===== src/rtl/core/ftc_pkg.sv =====
package ftc_pkg;

   // Track buffer geometry (TRACK_BYTES is a power of two)
   localparam int TRACK_BYTES = 4096;
   localparam int TRACK_AW    = $clog2(TRACK_BYTES);
   localparam int COUNT_W     = $clog2(TRACK_BYTES + 1);

   // Stepper geometry
   localparam int MAX_HALF_TRACK   = 80;
   localparam int HALF_TRACK_RESET = 2 * 40;
   localparam int HT_W             = 7;

   // Latch byte bit positions
   localparam int LATCH_DRIVE0 = 4;
   localparam int LATCH_FLUX   = 5;
   localparam int LATCH_WGATE  = 6;
   localparam int LATCH_DRIVE1 = 7;

   localparam logic [7:0] READ_IDLE  = 8'hFF;
   localparam logic [7:0] READ_FLAG  = 8'h80;
   localparam logic [7:0] READ_CLEAR = 8'h00;

   typedef enum logic [2:0] {
      KIND_LATCH   = 3'd0,
      KIND_DATA    = 3'd1,
      KIND_STATUS  = 3'd2,
      KIND_PROTECT = 3'd3,
      KIND_FILL    = 3'd4,
      KIND_FETCH   = 3'd5
   } kind_type;

   typedef struct packed {
      kind_type    kind;
      logic [7:0]  value;
      logic [11:0] index;
   } req_type;

   typedef struct packed {
      logic [7:0]  read_data;
      logic        track_request;
      logic        flush_request;
      logic        drive_valid;
      logic        drive_number;
      logic [5:0]  track_number;
      logic [11:0] flush_start;
      logic [12:0] flush_count;
   } rsp_type;

   typedef struct packed {
      logic                wr_en;
      logic [TRACK_AW-1:0] wr_addr;
      logic [7:0]          wr_data;
      logic                rd_en;
      logic [TRACK_AW-1:0] rd_addr;
   } mem_req_type;

   // Keep the odd cells (bits 14, 12, ..., 0) of a shifted cell pair word
   function automatic logic [7:0] odd_cells(input logic [15:0] cells);
      logic [7:0] b;
      for (int k = 0; k < 8; k++) begin
         b[k] = cells[2 * k];
      end
      return b;
   endfunction

   // Map a host buffer position onto the track buffer
   function automatic logic [TRACK_AW-1:0] track_addr(input logic [11:0] index);
      return TRACK_AW'(index);
   endfunction

endpackage


===== src/rtl/core/ftc_outq.sv =====
module ftc_outq (
   input  logic            clock,
   input  logic            reset,
   input  logic            accept,
   input  ftc_pkg::rsp_type in_data,
   input  logic            in_fetch,
   input  logic [7:0]      mem_rdata,
   output logic            in_ready,
   output logic            out_valid,
   output ftc_pkg::rsp_type out_data,
   input  logic            out_ready
);
   import ftc_pkg::*;

   logic    s2_valid_ff, s2_valid_in;
   rsp_type s2_data_ff, s2_data_in;
   logic    s2_fetch_ff, s2_fetch_in;
   logic    out_valid_ff, out_valid_in;
   rsp_type out_data_ff, out_data_in;
   logic    s2_move;

   // Advance the read stage when the output register is free or being taken
   assign s2_move  = s2_valid_ff && (!out_valid_ff || out_ready);
   assign in_ready = !s2_valid_ff || s2_move;

   always_comb begin
      s2_valid_in  = s2_valid_ff;
      s2_data_in   = s2_data_ff;
      s2_fetch_in  = s2_fetch_ff;
      out_valid_in = out_valid_ff;
      out_data_in  = out_data_ff;

      if (s2_move) begin
         s2_valid_in  = 1'b0;
         out_valid_in = 1'b1;
         out_data_in  = s2_data_ff;
         if (s2_fetch_ff) begin
            out_data_in.read_data = mem_rdata;
         end
      end else if (out_ready) begin
         out_valid_in = 1'b0;
      end

      if (accept) begin
         s2_valid_in = 1'b1;
         s2_data_in  = in_data;
         s2_fetch_in = in_fetch;
      end
   end

   always_ff @(posedge clock) begin
      if (reset) begin
         s2_valid_ff  <= 1'b0;
         out_valid_ff <= 1'b0;
      end else begin
         s2_valid_ff  <= s2_valid_in;
         out_valid_ff <= out_valid_in;
      end
      s2_data_ff  <= s2_data_in;
      s2_fetch_ff <= s2_fetch_in;
      out_data_ff <= out_data_in;
   end

   assign out_valid = out_valid_ff;
   assign out_data  = out_data_ff;

endmodule


===== config.mk =====
export PLATFORM = sky130hd
export DESIGN_NAME = ftc_outq
export DESIGN_NICKNAME = d
export VERILOG_FILES = /design/src/rtl/core/ftc_pkg.sv /design/src/rtl/core/ftc_outq.sv
export SDC_FILE = /design/constraint.sdc
export NUM_CORES = 1
export LEC_CHECK = 0
export BUFFER_PORTS_ARGS = -buffer_cell sky130_fd_sc_hd__buf_4
export CAP_MARGIN = 40
export CORE_AREA = 8 8 83 85
export DETAILED_ROUTE_END_ITERATION = 6
export DIE_AREA = 0 0 91 93
export GPL_TIMING_DRIVEN = 0
export HOLD_SLACK_MARGIN = 0.06
export PLACE_DENSITY = 0.81
export SLEW_MARGIN = 20
export SYNTH_ARGS = -nofsm -noshare
export SYNTH_HDL_FRONTEND = slang
export SYNTH_SLANG_ARGS = --single-unit

===== constraint.sdc =====
create_clock -name clock -period 3.36 [get_ports clock]
set_input_delay 0.672 -clock clock [delete_from_list [all_inputs] [get_ports clock]]
set_output_delay 0.672 -clock clock [all_outputs]
set_load 0.005 [all_outputs]

* Yosys cells after proc, flatten, opt, wreduce, memory -nomap -nowiden
Index checks and enable logic that the tools add are counted.
W data, S select, Z words.
** Operators by class
- Mux-type cells :: 5
- Reductions and logical operators :: 7
** Operators by type and width (number)
- $mux W8 :: 1
- $mux W1 :: 4
- $reduce_bool A2 Y1 :: 2
- $logic_not A1 Y1 :: 2
- $logic_or A1 B1 Y1 :: 2
- $logic_and A1 B1 Y1 :: 1
** Storage, ports and cells
- Output and inout bits :: 45
- Register bits :: 89
- Word-level logic and storage cells :: 31
- Bits of input ports :: 56

* Logic depth before layout (Yosys ltp)
- Depth after elaboration :: 5
- Depth in mapped cells :: 2
- Mapped depth without buffers :: 2

* Least setup slack after synthesis
No wires, ideal clock.
- Path kind :: input-to-reg
- Start :: input port out_ready
- End :: register out_data_ff (netlist bit out_data[0]), enable pin
- Required time :: 2.955 ns
- Library setup time :: 0.405 ns
- Buffers on the path :: 0
- Stages on the path :: 2
- Arrival time :: 1.819 ns
- Slack :: 1.136 ns
- Path through :: nand2b_1 and2_1
** On the way
- Cells in the longest elaborated chain, start to end :: 2
** RTL lines
- from (decl) :: line ftc_outq.sv:11 : input logic out_ready
- $logic_or A1 B1 Y1 :: line ftc_outq.sv:23 : assign s2_move = s2_valid_ff && (!out_valid_ff || out_ready);
- $logic_and A1 B1 Y1 :: line ftc_outq.sv:23
- to (signal assigned) :: line ftc_outq.sv:61 : out_data_ff <= out_data_in;
- to (decl) :: line ftc_outq.sv:19 : rsp_type out_data_ff, out_data_in;
Every way passes these cells.
A chain may end at the register's enable or synchronous reset.

* Final worst setup path
- Start :: input port out_ready
- End :: output port in_ready
** On the way
- Cells in the longest elaborated chain, start to end :: 3
** RTL lines
- $logic_or A1 B1 Y1 :: line ftc_outq.sv:23
- $logic_and A1 B1 Y1 :: line ftc_outq.sv:23
- $logic_or A1 B1 Y1 :: line ftc_outq.sv:24 : assign in_ready = !s2_valid_ff || s2_move;
- to (decl) :: line ftc_outq.sv:8 : output logic in_ready,
Every way passes these cells.

==> metrics.sh <==
SEQ_POWER_SHARE_PCT=59.8
PROPORTION_OF_NETLIST_AREA_HELD_BY_THE_LARGEST_AREA_CONTRIBUTOR_PCT=92.59
FIRST_GLOBAL_VIAS=1454
PATH_COMMON_CELL='sky130_fd_sc_hd__buf_4'
CRITICAL_PATH.REG2REG.ENDPOINT='out_data[14]$_DFFE_PP_'
MAX-VDD-IR-DROP_uV=319.3
CORE_REGION_AREA_MM2=0.005675
SEQ_AREA_FRAC_SYNTH_PCT=94.01
DIODES=0
AREA_GROWTH_PCT=38.36
YOSYS_WARNINGS=0
POWER_SWITCHING_W=0.0004085
REG2REGPATHDEPTH=3
WORSTSETUPENDPOINTTYPE='output pin'
CLK_ROOT_BUFFER_CELL='sky130_fd_sc_hd__clkbuf_8'
ROUTED-VIA-COUNT=1354
TIME_THE_WORST_PATH_NEEDS_WITH_I_O_DELAYS_AND_SETUP_NS=1.765
SETUP.WORST_PATH.START_CLASS='input port'
SYNTH.AVG_CELL_AREA_UM2=26.87
LAYOUT.FILLER_CELLS=375
IO_PINS=101
MAX_CAP_VIOLATIONS=0
GP_CONGESTION=0.7326
DRT_FIRST_PASS_ITERS=4
GROUTE.USAGE.OVERALL_PCT=13.01
SETUP_BUFS_POST_CTS=0
GR-TOTAL-OVERFLOW=0
SLEW_HEADROOM_PCT=61.41
WL_CELL_UM=17.78
CRIT_PATH_CELL_TRACE='buf_4 -> nand3b_1 -> buf_4'
WORSTHOLDPATHTYPE='flop to flop'
CRITICAL_PATH.SLOWEST_CELL='sky130_fd_sc_hd__nand3b_1'
FLOORPLAN_DIE_AREA_MM2=0.008463
SYNTH.CELL_AREA_MM2=0.002821
CRITICAL_PATH_PEAK_FANOUT=2
INTPOWER_W=0.001809
COMB_POWER_SHARE_PCT=6.6
LAYOUT-DRIVE-GT1-SHARE_PCT=55.86
YS_TOP_CELLS_BY_AREA='sky130_fd_sc_hd__edfxtp_1, sky130_fd_sc_hd__mux2_4, sky130_fd_sc_hd__dfxtp_1'
REG2REG_SETUP_SLACK_NS=1.97
WORSTHOLDSTART='s2_data_ff[8]$_DFFE_PP_'
STATIC-LEAKAGE-POWER_nW=1.536
DIE_Y_UM=93
FIN_WORST_HOLD_SLACK_NS=0.4187
FINAL-SEQ-AREA_MM2=0.002653
TNS_NS=0
CRIT_TYPE='input port to output pin'
FINAL.SETUP_SKEW_NS=0.007564
TRITONCTS_NUM_SINKS=89
WIRELENGTH_UM=5280
CTSRESIZECOUNT=0
PIN_COUNT_OF_THE_BIGGEST_NET_ENTERING_GLOBAL_ROUTING=46
FINALSETUPVIOLATIONS=0
COUNT_OF_CELLS_ALONG_THE_WORST_HOLD_PATH=0
SYN-INSTANCE-COUNT=105
START_UTIL_PCT=49.71
CLOCK_INSERTION_DELAY_AT_THE_LATER_PIN_OF_THE_SKEW_REPORT_NS=0.33
SYNTH_NETS=161
DP_HPWL_UM=3910
WORST_SLEW_PIN_SLEW_NS=0.5789
HORIZ_DIE_DIM_UM=91
WORSTPATHARRIVAL_NS=1.09
DRC_VIOLATION_COUNT_AFTER_ROUTING=0
INITIALDRTVIOLATIONCOUNT=84
CLOCKBUFFERDEPTH=2
FIRST_PASS_GRT_WIRE_LENGTH_UM=8004
SWSHARE_PCT=18.42
HOLDPATHEND='out_data[8]$_DFFE_PP_'
HOLDBUFCOUNTCTS=0
YOSYS_REGISTER_BITS=89
PERIOD_SHARE_PCT=52.53
SYNTH_CELL_TYPE_COUNT=9
INITIAL_ANTENNA_VIOLATION_COUNT=0
MAX_FREQ_MHz=566.6
DPL_CELL_AREA_MM2=0.003695
CTS.REPORTEDPATHS.CLKPINSLEW_NS=0.08
NETS=273
VIASPERCELL=4.559
SYNTH_TOP_AREA_CELL='sky130_fd_sc_hd__edfxtp_1'
FINISH.INSTANCE_AREA_MM2=0.003904
TRITONCTS='built'
RUN_STATUS='finished clean'
PWR-SHARE-CLK_PCT=33.6
MAX_SLEW_VIOLATION_COUNT=0
HOLD_VIOL=0
NUMBER_OF_H_TREE_BRANCHING_LEVELS=3
FOOTPRINT_OF_THE_MULTI_INPUT_GATES_UM2=151.4
DRTANTENNAVIOLNETS=0
POWER.DENSITY_CELL_AREA_mW_PER_MM2=568.0
ROWS=28
CORE_UTILIZATION_OF_THE_FINISHED_LAYOUT_PCT=68.78
CRITICAL_PATH_REQUIRED_NS=2.69
REPORT.POWER.TOTAL_W=0.002217
RSZ0062_AT_GRT='no'
CRIT_PATH_MAX_INCR_DELAY_NS=0.16
TIMING.RR.START='out_valid$_SDFFE_PP0P_'
BUFFER_PORTS.INSERTED=100
TRITONCTS.NUM_BUFFERS=9
[routing by layer]
metal,part of all wire (%),GRT usage (%)
met1,40,14.47
met5,0,0
met3,7.9,6.811
met4,1.0,4.093
met2,51,21.28
[cell type report]
type,instances,share of cell area (%)
Clock inverter,7,2.179
Timing Repair Buffer,101,19.94
Sequential cell,89,67.95
Buffer,1,0.2885
Inverter,2,0.1923
Tap cell,75,2.404
Multi-Input combinational cell,13,3.878
Clock buffer,9,3.173
[metrics by stage]
step	setup slack, ns	instances
4_1_cts	1.591	297
3_3_place_gp	0.7084	280
5_1_grt	1.555	297
6_report	1.595	297
2_1_floorplan	1.136	105
3_5_place_dp	1.492	281
[how the worst max path moves through the flow]
stage                     depth (start not counted)       from  slack (ns)                      to
after detailed placement                          4  out_ready        1.49  out_data[26]$_DFFE_PP_
after global routing                              3  out_ready        1.55                in_ready
after CTS                                         3  out_ready        1.59                in_ready
final                                             3  out_ready        1.59                in_ready
after floorplan                                   2  out_ready        1.14   out_data[0]$_DFFE_PP_
after global placement                            3  out_ready        0.71  out_data[26]$_DFFE_PP_
[sequential cells by signal (all words and copies together), names as in the netlist]
signal       count
out_data        43
out_valid        1
s2_data_ff      43
s2_valid_ff      1
s2_fetch_ff      1
[layout by cell type, fill, tap and decap left out]
cell type | netlist | routed
sky130_fd_sc_hd__mux2_4 | 8 | 8
sky130_fd_sc_hd__clkinv_2 | 0 | 1
sky130_fd_sc_hd__a21oi_1 | 2 | 2
sky130_fd_sc_hd__buf_4 | 0 | 100
sky130_fd_sc_hd__nand3b_1 | 1 | 1
sky130_fd_sc_hd__clkinv_1 | 0 | 3
sky130_fd_sc_hd__clkinv_4 | 0 | 1
sky130_fd_sc_hd__buf_16 | 0 | 1
sky130_fd_sc_hd__dfxtp_1 | 2 | 2
sky130_fd_sc_hd__inv_1 | 2 | 2
sky130_fd_sc_hd__nand2b_1 | 1 | 1
sky130_fd_sc_hd__buf_6 | 1 | 1
sky130_fd_sc_hd__clkbuf_8 | 0 | 9
sky130_fd_sc_hd__bufinv_16 | 0 | 2
sky130_fd_sc_hd__edfxtp_1 | 87 | 87
sky130_fd_sc_hd__and2_2 | 0 | 1
[cells in the mapped netlist (all sizes together)]
library cell	instances
edfxtp	87
mux2	8
a21oi	2
dfxtp	2
inv	2
and2	1
buf	1
nand2b	1
nand3b	1
[cells by family (layout without fill, tap and decap cells)]
| logic type | after synthesis | in the layout | share of synthesized area (%) |
|---|---|---|---|
| buf+inv | 3 | 120 | 0.6653 |
| simple gates | 3 | 3 | 0.7099 |
| mux | 8 | 8 | 4.257 |
| flops | 89 | 89 | 94.01 |
| compound gates | 2 | 2 | 0.3548 |
[critical path, delay by kind of cell]
family,cells,cell delay (ns)
buf+inv,2,0.26
simple gates,1,0.16
[power by group through the flow]
| stage | Combinational (W) | Clock (W) | Sequential (W) |
|---|---|---|---|
| 4_1_cts | 0.000150 | 0.000761 | 0.00133 |
| 3_5_place_dp | 0.000149 | 0 | 0.00135 |
| 5_1_grt | 0.000159 | 0.000810 | 0.00133 |
| 3_3_place_gp | 0.000140 | 0 | 0.00135 |
| 2_1_floorplan | 0.0000317 | 0 | 0.00135 |
| 6_report | 0.000147 | 0.000745 | 0.00133 |
(Power assumes the default switching activity.)
