## src/rtl/core/ftc_pkg.sv

```systemverilog
package ftc_pkg;

   // Track buffer geometry (TRACK_BYTES is a power of two)
   localparam int TRACK_BYTES = 4096;
   localparam int TRACK_AW    = $clog2(TRACK_BYTES);
   localparam int COUNT_W     = $clog2(TRACK_BYTES + 1);

   // Stepper geometry
   localparam int MAX_HALF_TRACK   = 80;
   localparam int HALF_TRACK_RESET = 2 * 40;
   localparam int HT_W             = 7;

   // Latch byte bit positions
   localparam int LATCH_DRIVE0 = 4;
   localparam int LATCH_FLUX   = 5;
   localparam int LATCH_WGATE  = 6;
   localparam int LATCH_DRIVE1 = 7;

   localparam logic [7:0] READ_IDLE  = 8'hFF;
   localparam logic [7:0] READ_FLAG  = 8'h80;
   localparam logic [7:0] READ_CLEAR = 8'h00;

   typedef enum logic [2:0] {
      KIND_LATCH   = 3'd0,
      KIND_DATA    = 3'd1,
      KIND_STATUS  = 3'd2,
      KIND_PROTECT = 3'd3,
      KIND_FILL    = 3'd4,
      KIND_FETCH   = 3'd5
   } kind_type;

   typedef struct packed {
      kind_type    kind;
      logic [7:0]  value;
      logic [11:0] index;
   } req_type;

   typedef struct packed {
      logic [7:0]  read_data;
      logic        track_request;
      logic        flush_request;
      logic        drive_valid;
      logic        drive_number;
      logic [5:0]  track_number;
      logic [11:0] flush_start;
      logic [12:0] flush_count;
   } rsp_type;

   typedef struct packed {
      logic                wr_en;
      logic [TRACK_AW-1:0] wr_addr;
      logic [7:0]          wr_data;
      logic                rd_en;
      logic [TRACK_AW-1:0] rd_addr;
   } mem_req_type;

   // Keep the odd cells (bits 14, 12, ..., 0) of a shifted cell pair word
   function automatic logic [7:0] odd_cells(input logic [15:0] cells);
      logic [7:0] b;
      for (int k = 0; k < 8; k++) begin
         b[k] = cells[2 * k];
      end
      return b;
   endfunction

   // Map a host buffer position onto the track buffer
   function automatic logic [TRACK_AW-1:0] track_addr(input logic [11:0] index);
      return TRACK_AW'(index);
   endfunction

endpackage

```

## src/rtl/core/ftc_engine.sv

```systemverilog
module ftc_engine (
   input  logic                clock,
   input  logic                reset,
   input  logic                accept,
   input  ftc_pkg::req_type     item,
   input  logic [7:0]          mem_rdata,
   output ftc_pkg::mem_req_type mem_req,
   output ftc_pkg::rsp_type     result,
   output logic                result_fetch
);
   import ftc_pkg::*;

   logic [HT_W-1:0]     half_track_ff [2];
   logic [HT_W-1:0]     half_track_in [2];
   logic                drive_on_ff, drive_on_in;
   logic                drive_sel_ff, drive_sel_in;
   logic [7:0]          prev_latch_ff, prev_latch_in;
   logic [15:0]         shift_ff, shift_in;
   logic [3:0]          bit_count_ff, bit_count_in;
   logic                cell_phase_ff, cell_phase_in;
   logic [TRACK_AW-1:0] byte_pos_ff, byte_pos_in;
   logic [COUNT_W-1:0]  write_count_ff, write_count_in;
   logic [TRACK_AW-1:0] write_start_ff, write_start_in;
   logic                ready_ff, ready_in;
   logic                load_pend_ff, load_pend_in;

   logic [15:0] shift_eff;

   // Buffer byte loaded by the previous data read lands in the shifter now
   assign shift_eff = load_pend_ff ? {8'h00, mem_rdata} : shift_ff;

   // Update the controller state for one beat and form its result
   always_comb begin
      logic            nv;
      logic            nd;
      logic [HT_W-1:0] ht;
      logic [15:0]     sh;
      logic [3:0]      bc;
      logic            cp;
      logic [7:0]      diff;
      logic            ph_ok;
      logic            up_hit;
      logic            dn_hit;
      logic [15:0]     sh16;
      logic [HT_W-1:0] trk;

      nv     = 1'b0;
      nd     = 1'b0;
      ht     = '0;
      sh     = '0;
      bc     = '0;
      cp     = 1'b0;
      diff   = prev_latch_ff ^ item.value;
      ph_ok  = (item.value[3:0] == 4'b0001) || (item.value[3:0] == 4'b0010) ||
               (item.value[3:0] == 4'b0100) || (item.value[3:0] == 4'b1000);
      up_hit = |({item.value[2:0], item.value[3]} & prev_latch_ff[3:0]);
      dn_hit = |({item.value[0], item.value[3:1]} & prev_latch_ff[3:0]);
      sh16   = '0;
      trk    = '0;

      half_track_in  = half_track_ff;
      drive_on_in    = drive_on_ff;
      drive_sel_in   = drive_sel_ff;
      prev_latch_in  = prev_latch_ff;
      shift_in       = shift_eff;
      bit_count_in   = bit_count_ff;
      cell_phase_in  = cell_phase_ff;
      byte_pos_in    = byte_pos_ff;
      write_count_in = write_count_ff;
      write_start_in = write_start_ff;
      ready_in       = ready_ff;
      load_pend_in   = 1'b0;

      mem_req      = '0;
      result       = '0;
      result.read_data = READ_IDLE;
      result_fetch = 1'b0;

      if (accept) begin
         case (item.kind)
            KIND_LATCH: begin
               // Drive select, load request on a new selection
               nv = item.value[LATCH_DRIVE0] | item.value[LATCH_DRIVE1];
               nd = ~item.value[LATCH_DRIVE0];
               if ((nv != drive_on_ff) || (nv && (nd != drive_sel_ff))) begin
                  drive_on_in  = nv;
                  drive_sel_in = nv & nd;
                  if (nv) begin
                     result.track_request = 1'b1;
                     byte_pos_in          = '0;
                     write_count_in       = '0;
                  end
               end
               if (drive_on_in) begin
                  // Step the head, load on landing at an even half-track
                  ht = half_track_ff[drive_sel_in];
                  if (ph_ok && up_hit) begin
                     if (ht != '0) begin
                        ht = ht - 1'b1;
                     end
                     if (!ht[0]) begin
                        result.track_request = 1'b1;
                        byte_pos_in          = '0;
                        write_count_in       = '0;
                     end
                  end else if (ph_ok && dn_hit) begin
                     if (ht < HT_W'(MAX_HALF_TRACK)) begin
                        ht = ht + 1'b1;
                     end
                     if (!ht[0]) begin
                        result.track_request = 1'b1;
                        byte_pos_in          = '0;
                        write_count_in       = '0;
                     end
                  end
                  half_track_in[drive_sel_in] = ht;

                  // Shift in one cell, store a byte every eight cell pairs
                  if (!item.value[LATCH_WGATE]) begin
                     sh            = {shift_eff[14:0], diff[LATCH_FLUX]};
                     shift_in      = sh;
                     cp            = ~cell_phase_ff;
                     cell_phase_in = cp;
                     if (!cp) begin
                        bc = bit_count_ff - 1'b1;
                        if (bc == '0) begin
                           mem_req.wr_en   = 1'b1;
                           mem_req.wr_addr = byte_pos_in;
                           mem_req.wr_data = odd_cells(sh);
                           byte_pos_in     = byte_pos_in + 1'b1;
                           if (write_count_in < COUNT_W'(TRACK_BYTES)) begin
                              write_count_in = write_count_in + 1'b1;
                           end
                           bc = 4'd8;
                        end
                        bit_count_in = bc;
                     end
                  end

                  // Write gate edges: falling marks the start, rising flags a flush
                  if (diff[LATCH_WGATE]) begin
                     if (prev_latch_ff[LATCH_WGATE]) begin
                        write_start_in = byte_pos_in;
                        cell_phase_in  = 1'b0;
                     end else if (write_count_in != '0) begin
                        result.flush_request = 1'b1;
                        result.flush_start   = 12'(write_start_ff);
                        result.flush_count   = 13'(write_count_in);
                     end
                     bit_count_in   = 4'd8;
                     write_count_in = '0;
                  end
               end
               prev_latch_in = item.value;
            end
            KIND_DATA: begin
               // Serialize track bits, fetch the next byte when the shifter runs dry
               bc = bit_count_ff;
               if (bc != '0) begin
                  if (ready_ff) begin
                     bc = bc - 1'b1;
                  end
                  sh16             = shift_eff >> bc;
                  result.read_data = sh16[7:0];
               end
               if (bc == '0) begin
                  mem_req.rd_en   = 1'b1;
                  mem_req.rd_addr = byte_pos_ff;
                  load_pend_in    = 1'b1;
                  if (ready_ff) begin
                     bc          = 4'd8;
                     byte_pos_in = byte_pos_ff + 1'b1;
                  end
                  ready_in = 1'b0;
               end
               bit_count_in = bc;
            end
            KIND_STATUS: begin
               if (drive_on_ff) begin
                  ready_in = 1'b1;
               end
               result.read_data = ready_in ? READ_FLAG : READ_CLEAR;
            end
            KIND_PROTECT: begin
               result.read_data = drive_on_ff ? READ_FLAG : READ_IDLE;
            end
            KIND_FILL: begin
               mem_req.wr_en   = 1'b1;
               mem_req.wr_addr = track_addr(item.index);
               mem_req.wr_data = item.value;
            end
            KIND_FETCH: begin
               mem_req.rd_en   = 1'b1;
               mem_req.rd_addr = track_addr(item.index);
               result_fetch    = 1'b1;
            end
            default: begin
            end
         endcase
      end

      // Drive status after this beat
      result.drive_valid  = drive_on_in;
      result.drive_number = drive_on_in & drive_sel_in;
      if (drive_on_in) begin
         trk                 = half_track_in[drive_sel_in];
         result.track_number = trk[HT_W-1:1];
      end
   end

   // Hold controller state
   always_ff @(posedge clock) begin
      if (reset) begin
         half_track_ff[0] <= HT_W'(HALF_TRACK_RESET);
         half_track_ff[1] <= HT_W'(HALF_TRACK_RESET);
         drive_on_ff      <= 1'b0;
         drive_sel_ff     <= 1'b0;
         prev_latch_ff    <= '0;
         shift_ff         <= '0;
         bit_count_ff     <= 4'd8;
         cell_phase_ff    <= 1'b0;
         byte_pos_ff      <= '0;
         write_count_ff   <= '0;
         write_start_ff   <= '0;
         ready_ff         <= 1'b0;
         load_pend_ff     <= 1'b0;
      end else begin
         half_track_ff    <= half_track_in;
         drive_on_ff      <= drive_on_in;
         drive_sel_ff     <= drive_sel_in;
         prev_latch_ff    <= prev_latch_in;
         shift_ff         <= shift_in;
         bit_count_ff     <= bit_count_in;
         cell_phase_ff    <= cell_phase_in;
         byte_pos_ff      <= byte_pos_in;
         write_count_ff   <= write_count_in;
         write_start_ff   <= write_start_in;
         ready_ff         <= ready_in;
         load_pend_ff     <= load_pend_in;
      end
   end

endmodule

```

## config.mk

```make
export PLATFORM = sky130hd
export DESIGN_NAME = ftc_engine
export DESIGN_NICKNAME = d
export VERILOG_FILES = /design/src/rtl/core/ftc_pkg.sv /design/src/rtl/core/ftc_engine.sv
export SDC_FILE = /design/constraint.sdc
export NUM_CORES = 1
export LEC_CHECK = 0
export BUFFER_PORTS_ARGS = -buffer_cell sky130_fd_sc_hd__buf_4
export CORE_MARGIN = 8
export CORE_UTILIZATION = 50
export DETAILED_ROUTE_END_ITERATION = 8
export PLACE_DENSITY_LB_ADDON = 0.15
export SLEW_MARGIN = 5
export SYNTH_ARGS = -nofsm -noshare
export SYNTH_HDL_FRONTEND = slang
export SYNTH_SLANG_ARGS = --single-unit
```

## constraint.sdc

```tcl
create_clock -name clock -period 7.5 [get_ports clock]
set_input_delay 1.5 -clock clock [delete_from_list [all_inputs] [get_ports clock]]
set_output_delay 1.5 -clock clock [all_outputs]
set_load 0.05 [all_outputs]
```

# Yosys cells after proc, flatten, opt, wreduce, memory -nomap -nowiden
# Index checks and enable logic that the tools add are counted.
# word_totals
elab_cells,212
inputBits,34
output_inout_bits,78
reg_bits,83
# op_classes
n_shift,1
n_lt_le_gt_ge,5
n_bitwise,12
n_eq_ne,16
muxes,134
reduce_logical,25
addsub,6
# op_table
operator,count
$mux 13,19
$mux 12,15
$mux 7,24
$mux 25,6
$mux 21,4
$mux 16,5
$mux 4,14
$mux 14,3
$pmux 21 s2,1
$mux 34,1
$mux 1,29
$pmux 13 s2,1
$add 12x1->12 const B,2
$pmux 12 s2,1
$pmux 8 s3,1
$mux 8,2
$shr 16x4->8,1
$bwmux 14,1
$add 13x1->13 const B,1
$lt 13x13->1 const B,1
$reduce_bool 13->1,1
$mux 10,1
$reduce_and 5->1,2
$and 4x4->4,2
other kinds (38),61

# Longest topological paths before layout
# depth
depth_word,39
ltp_mapped,24
ltp_nobuf,19

# Worst setup path before layout
# OpenSTA, ideal clock, no wires.
# synth_path
kind,input to output
from,input item[19] in the netlist's numbering
to,output result[15] in the netlist's numbering
path_buffers,4
arrival_ns,5.966
cell_stages,21
required_time_ns,6.000
setup_slack_ns,0.034
cell_sequence,clkbuf_1 -> o21ai_2 -> mux2i_1 -> ha_1 -> or3b_1 -> mux2i_4 -> o32a_2 -> a32o_1 -> buf_2 -> buf_2 -> and2_1 -> ha_1 -> nand3b_1 -> nor3_1 -> nand4_1 -> xnor2_1 -> or3_1 -> o311ai_2 -> o221ai_2 -> buf_6 -> and2_1
# synth_rtl
element,line,source
"start, declared",ftc_engine.sv:5,"input ftc_pkg::req_type item,"
"end, declared",ftc_engine.sv:8,"output ftc_pkg::rsp_type result,"

==> metrics.txt <==
outcome=completed; IO buf count=111; Synth Area per Inst=7.209 µm²; fillcell total=1263; htree depth=3; # nets final=1035; commonest cells after routing, fill and taps aside=buf_4 (125), nor2_1 (118), nand2_1 (106); most common cell after layout, fill and taps aside=buf_4; Syn Inst Count=936; crit path kind=in2out; Tmin final=7.275 ns; clk root buf=clkbuf_16; core box area=13190 µm²; largest net degree at the start of global routing=65; Tcrit/Tclk final=0.9700; number of diodes=0; endpoint class of the critical path=output port; syn nets=980; row cnt=42; Slew Limit Headroom=0.1524; Fin. Hold Viols=0; cell area after placement=7556 µm²; post-synth cell types=77; Req. time, crit path=6.00 ns; area grow syn2layout=18.47%; GRT Total Usage=0.2355; DP Wirelength=15150 µm; die footprint=17470 µm²; Routed Antenna Nets=0; setup violators final=0; routed len/inst=18.21 µm; total CTS buffers=9; Data arrival, critical path=5.77 ns; CTS max path bufs=2; 1st-iter DRT viols=651; total number of vias=7298; critical path peak fanout=8; pwr dens=139.8 nW/µm²; routed wire length=21340 µm; clock sinks=82; Max IR drop VDD=0.0001827 V; sequential share of the synthesized area=0.2433; Worst Setup Start Kind=input port; Synth Register Bits=82; Clock Latency Late Sink=0.36 ns; synthesized area=6748 µm²; number of global-route vias before repair=6851; Initial Util=0.5116; first drt pass iteration count=5; Setup Skew=0.009092 ns; final core occ=0.6061; Synth Warn #=0; I/O Pins=112; chip height=132.2 µm; DR vias/cell=6.227; layout cells sized above 1=0.1878; Clock transition at path regs=0.06 ns; worst-margin pin slew=1.267 ns; die width=132.2 µm; grt total ovfl=0; number of max-cap violations=0; leak pwr=2.935 nW; Post-synth EDFFs=0; f_max=137.5 MHz; Final Wtd Congestion=0.8770; Main synth FF type=dfxtp_1; DRC viols=0; first-pass GRT wire length=34640 µm; FFs w/ async S/R, synth=0; initial antenna violation count=0; CTS tree=done; Design Area, Final=7994 µm²; Hold Path Class=reg2reg; Slew Viols, Final=0
## Yosys cell counts (7+ instances only)
master | count | area [µm²]
nor4_1 | 11 | 68.82
nand3_1 | 29 | 145.1
a22o_1 | 12 | 105.1
mux2i_1 | 32 | 320.3
xnor2_1 | 28 | 245.2
a31oi_1 | 11 | 68.82
nand3b_1 | 10 | 75.07
dfxtp_1 | 82 | 1642
nand4_1 | 9 | 56.30
ha_1 | 10 | 125.1
nor2b_1 | 7 | 43.79
and2_1 | 22 | 137.6
xor2_1 | 7 | 61.31
mux2_2 | 9 | 101.4
a22oi_1 | 21 | 157.7
buf_2 | 8 | 40.04
a21oi_1 | 73 | 365.4
or3_1 | 8 | 50.05
nor3_1 | 35 | 175.2
o22ai_1 | 8 | 50.05
and3_1 | 16 | 100.1
a211oi_1 | 18 | 135.1
o31ai_1 | 7 | 52.55
clkbuf_1 | 66 | 247.7
nand2_1 | 106 | 397.9
nor2_1 | 118 | 442.9
inv_1 | 19 | 71.32
o211ai_1 | 8 | 60.06
o21ai_0 | 41 | 205.2
## metal layers
metal	GRT usage	share of wire	up-vias	routed length, µm
met5	0	0	-	0
met4	0.1016	0.030	0	633
met3	0.04611	0.054	43	1161
met2	0.3808	0.46	255	9781
met1	0.2985	0.46	3485	9763
li1	-	-	3515	-
## flip-flops by register name, indices dropped and copies added (netlist names), named ones only
name / count
drive_sel_ff: 1
ready_ff: 1
write_start_ff: 12
drive_on_ff: 1
shift_ff: 16
load_pend_ff: 1
half_track_ff: 12
prev_latch_ff: 6
bit_count_ff: 4
byte_pos_ff: 12
write_count_ff: 13
cell_phase_ff: 1
## worst paths after layout
| kind | startpoint | endpoint | slack (ns) | cells after the start |
|---|---|---|---|---|
| max reg2reg | drive_on_ff | write_start_ff[8] | 3.03 | 17 |
| max | item[16] | result[13] | 0.23 | 21 |
| min reg2reg | write_start_ff[8] | write_start_ff[8] | 0.45 | 2 |
| min | write_start_ff[8] | write_start_ff[8] | 0.45 | 2 |
## through the flow
step | total power, mW | setup WS (ns) | hold slack, ns | std cells | TNS (ns)
4_1_cts | 1.118 | 0.1599 | 0.4581 | 1168 | 0
5_1_grt | 1.156 | -0.001283 | 0.4666 | 1172 | -0.001283
3_5_place_dp | 0.6261 | 0.1979 | 0.4416 | 1152 | 0
3_3_place_gp | 0.6253 | 0.3198 | 0.4438 | 1152 | 0
6_report | 1.117 | 0.2250 | 0.4521 | 1172 | 0
2_1_floorplan | 0.5741 | 0.03435 | 0.4273 | 936 | 0
## worst max-delay path, stage by stage
cell and delay (ns):
buf_4 0.14, inv_1 0.14, o21a_1 0.18, o21ai_2 0.12
inv_2 0.12, ha_4 0.17, or3b_1 0.39, mux2i_4 0.22
o32a_4 0.23, a32o_1 0.14, and2_1 0.13, ha_2 0.21
nand3b_1 0.17, nor3_2 0.15, nand4_1 0.13, xnor2_1 0.22
or3_1 0.37, o311ai_4 0.41, o221ai_4 0.22, and2_1 0.21
buf_4 0.19
## cell type report
cell class	instances	area (µm²)	share of cell area
repair buffers	125	938.4	0.1174
inverters	20	75.07	0.009391
flip-flops and latches	82	1642	0.2054
clock buffers	10	239.0	0.02990
multi-input cells	753	4791	0.5993
clock inverters	6	88.84	0.01111
well taps	176	220.2	0.02755
## timing repair
action / CTS / global route
resized for setup: 0 / 10
hold buffers: 0 / 0
setup endpoints to repair: 0 / 13
setup buffers: 0 / 3
## cells by family (layout without fill, tap and decap cells)
kind of cell | after synthesis | after routing | share of synthesized area
compound gates | 257 | 258 | 0.2598
xor+xnor | 35 | 35 | 0.04543
fa+ha+maj | 10 | 10 | 0.01854
buf+inv | 102 | 161 | 0.06156
flops | 82 | 82 | 0.2433
mux | 46 | 46 | 0.07918
simple gates | 404 | 404 | 0.2922
## where the power goes
part           internal, mW  total, mW  switching, mW
Sequential            0.440      0.448        0.00840
Combinational        0.0592      0.171          0.112
Clock                 0.301      0.498          0.196
Note: power is estimated with default switching activity, not from simulation.
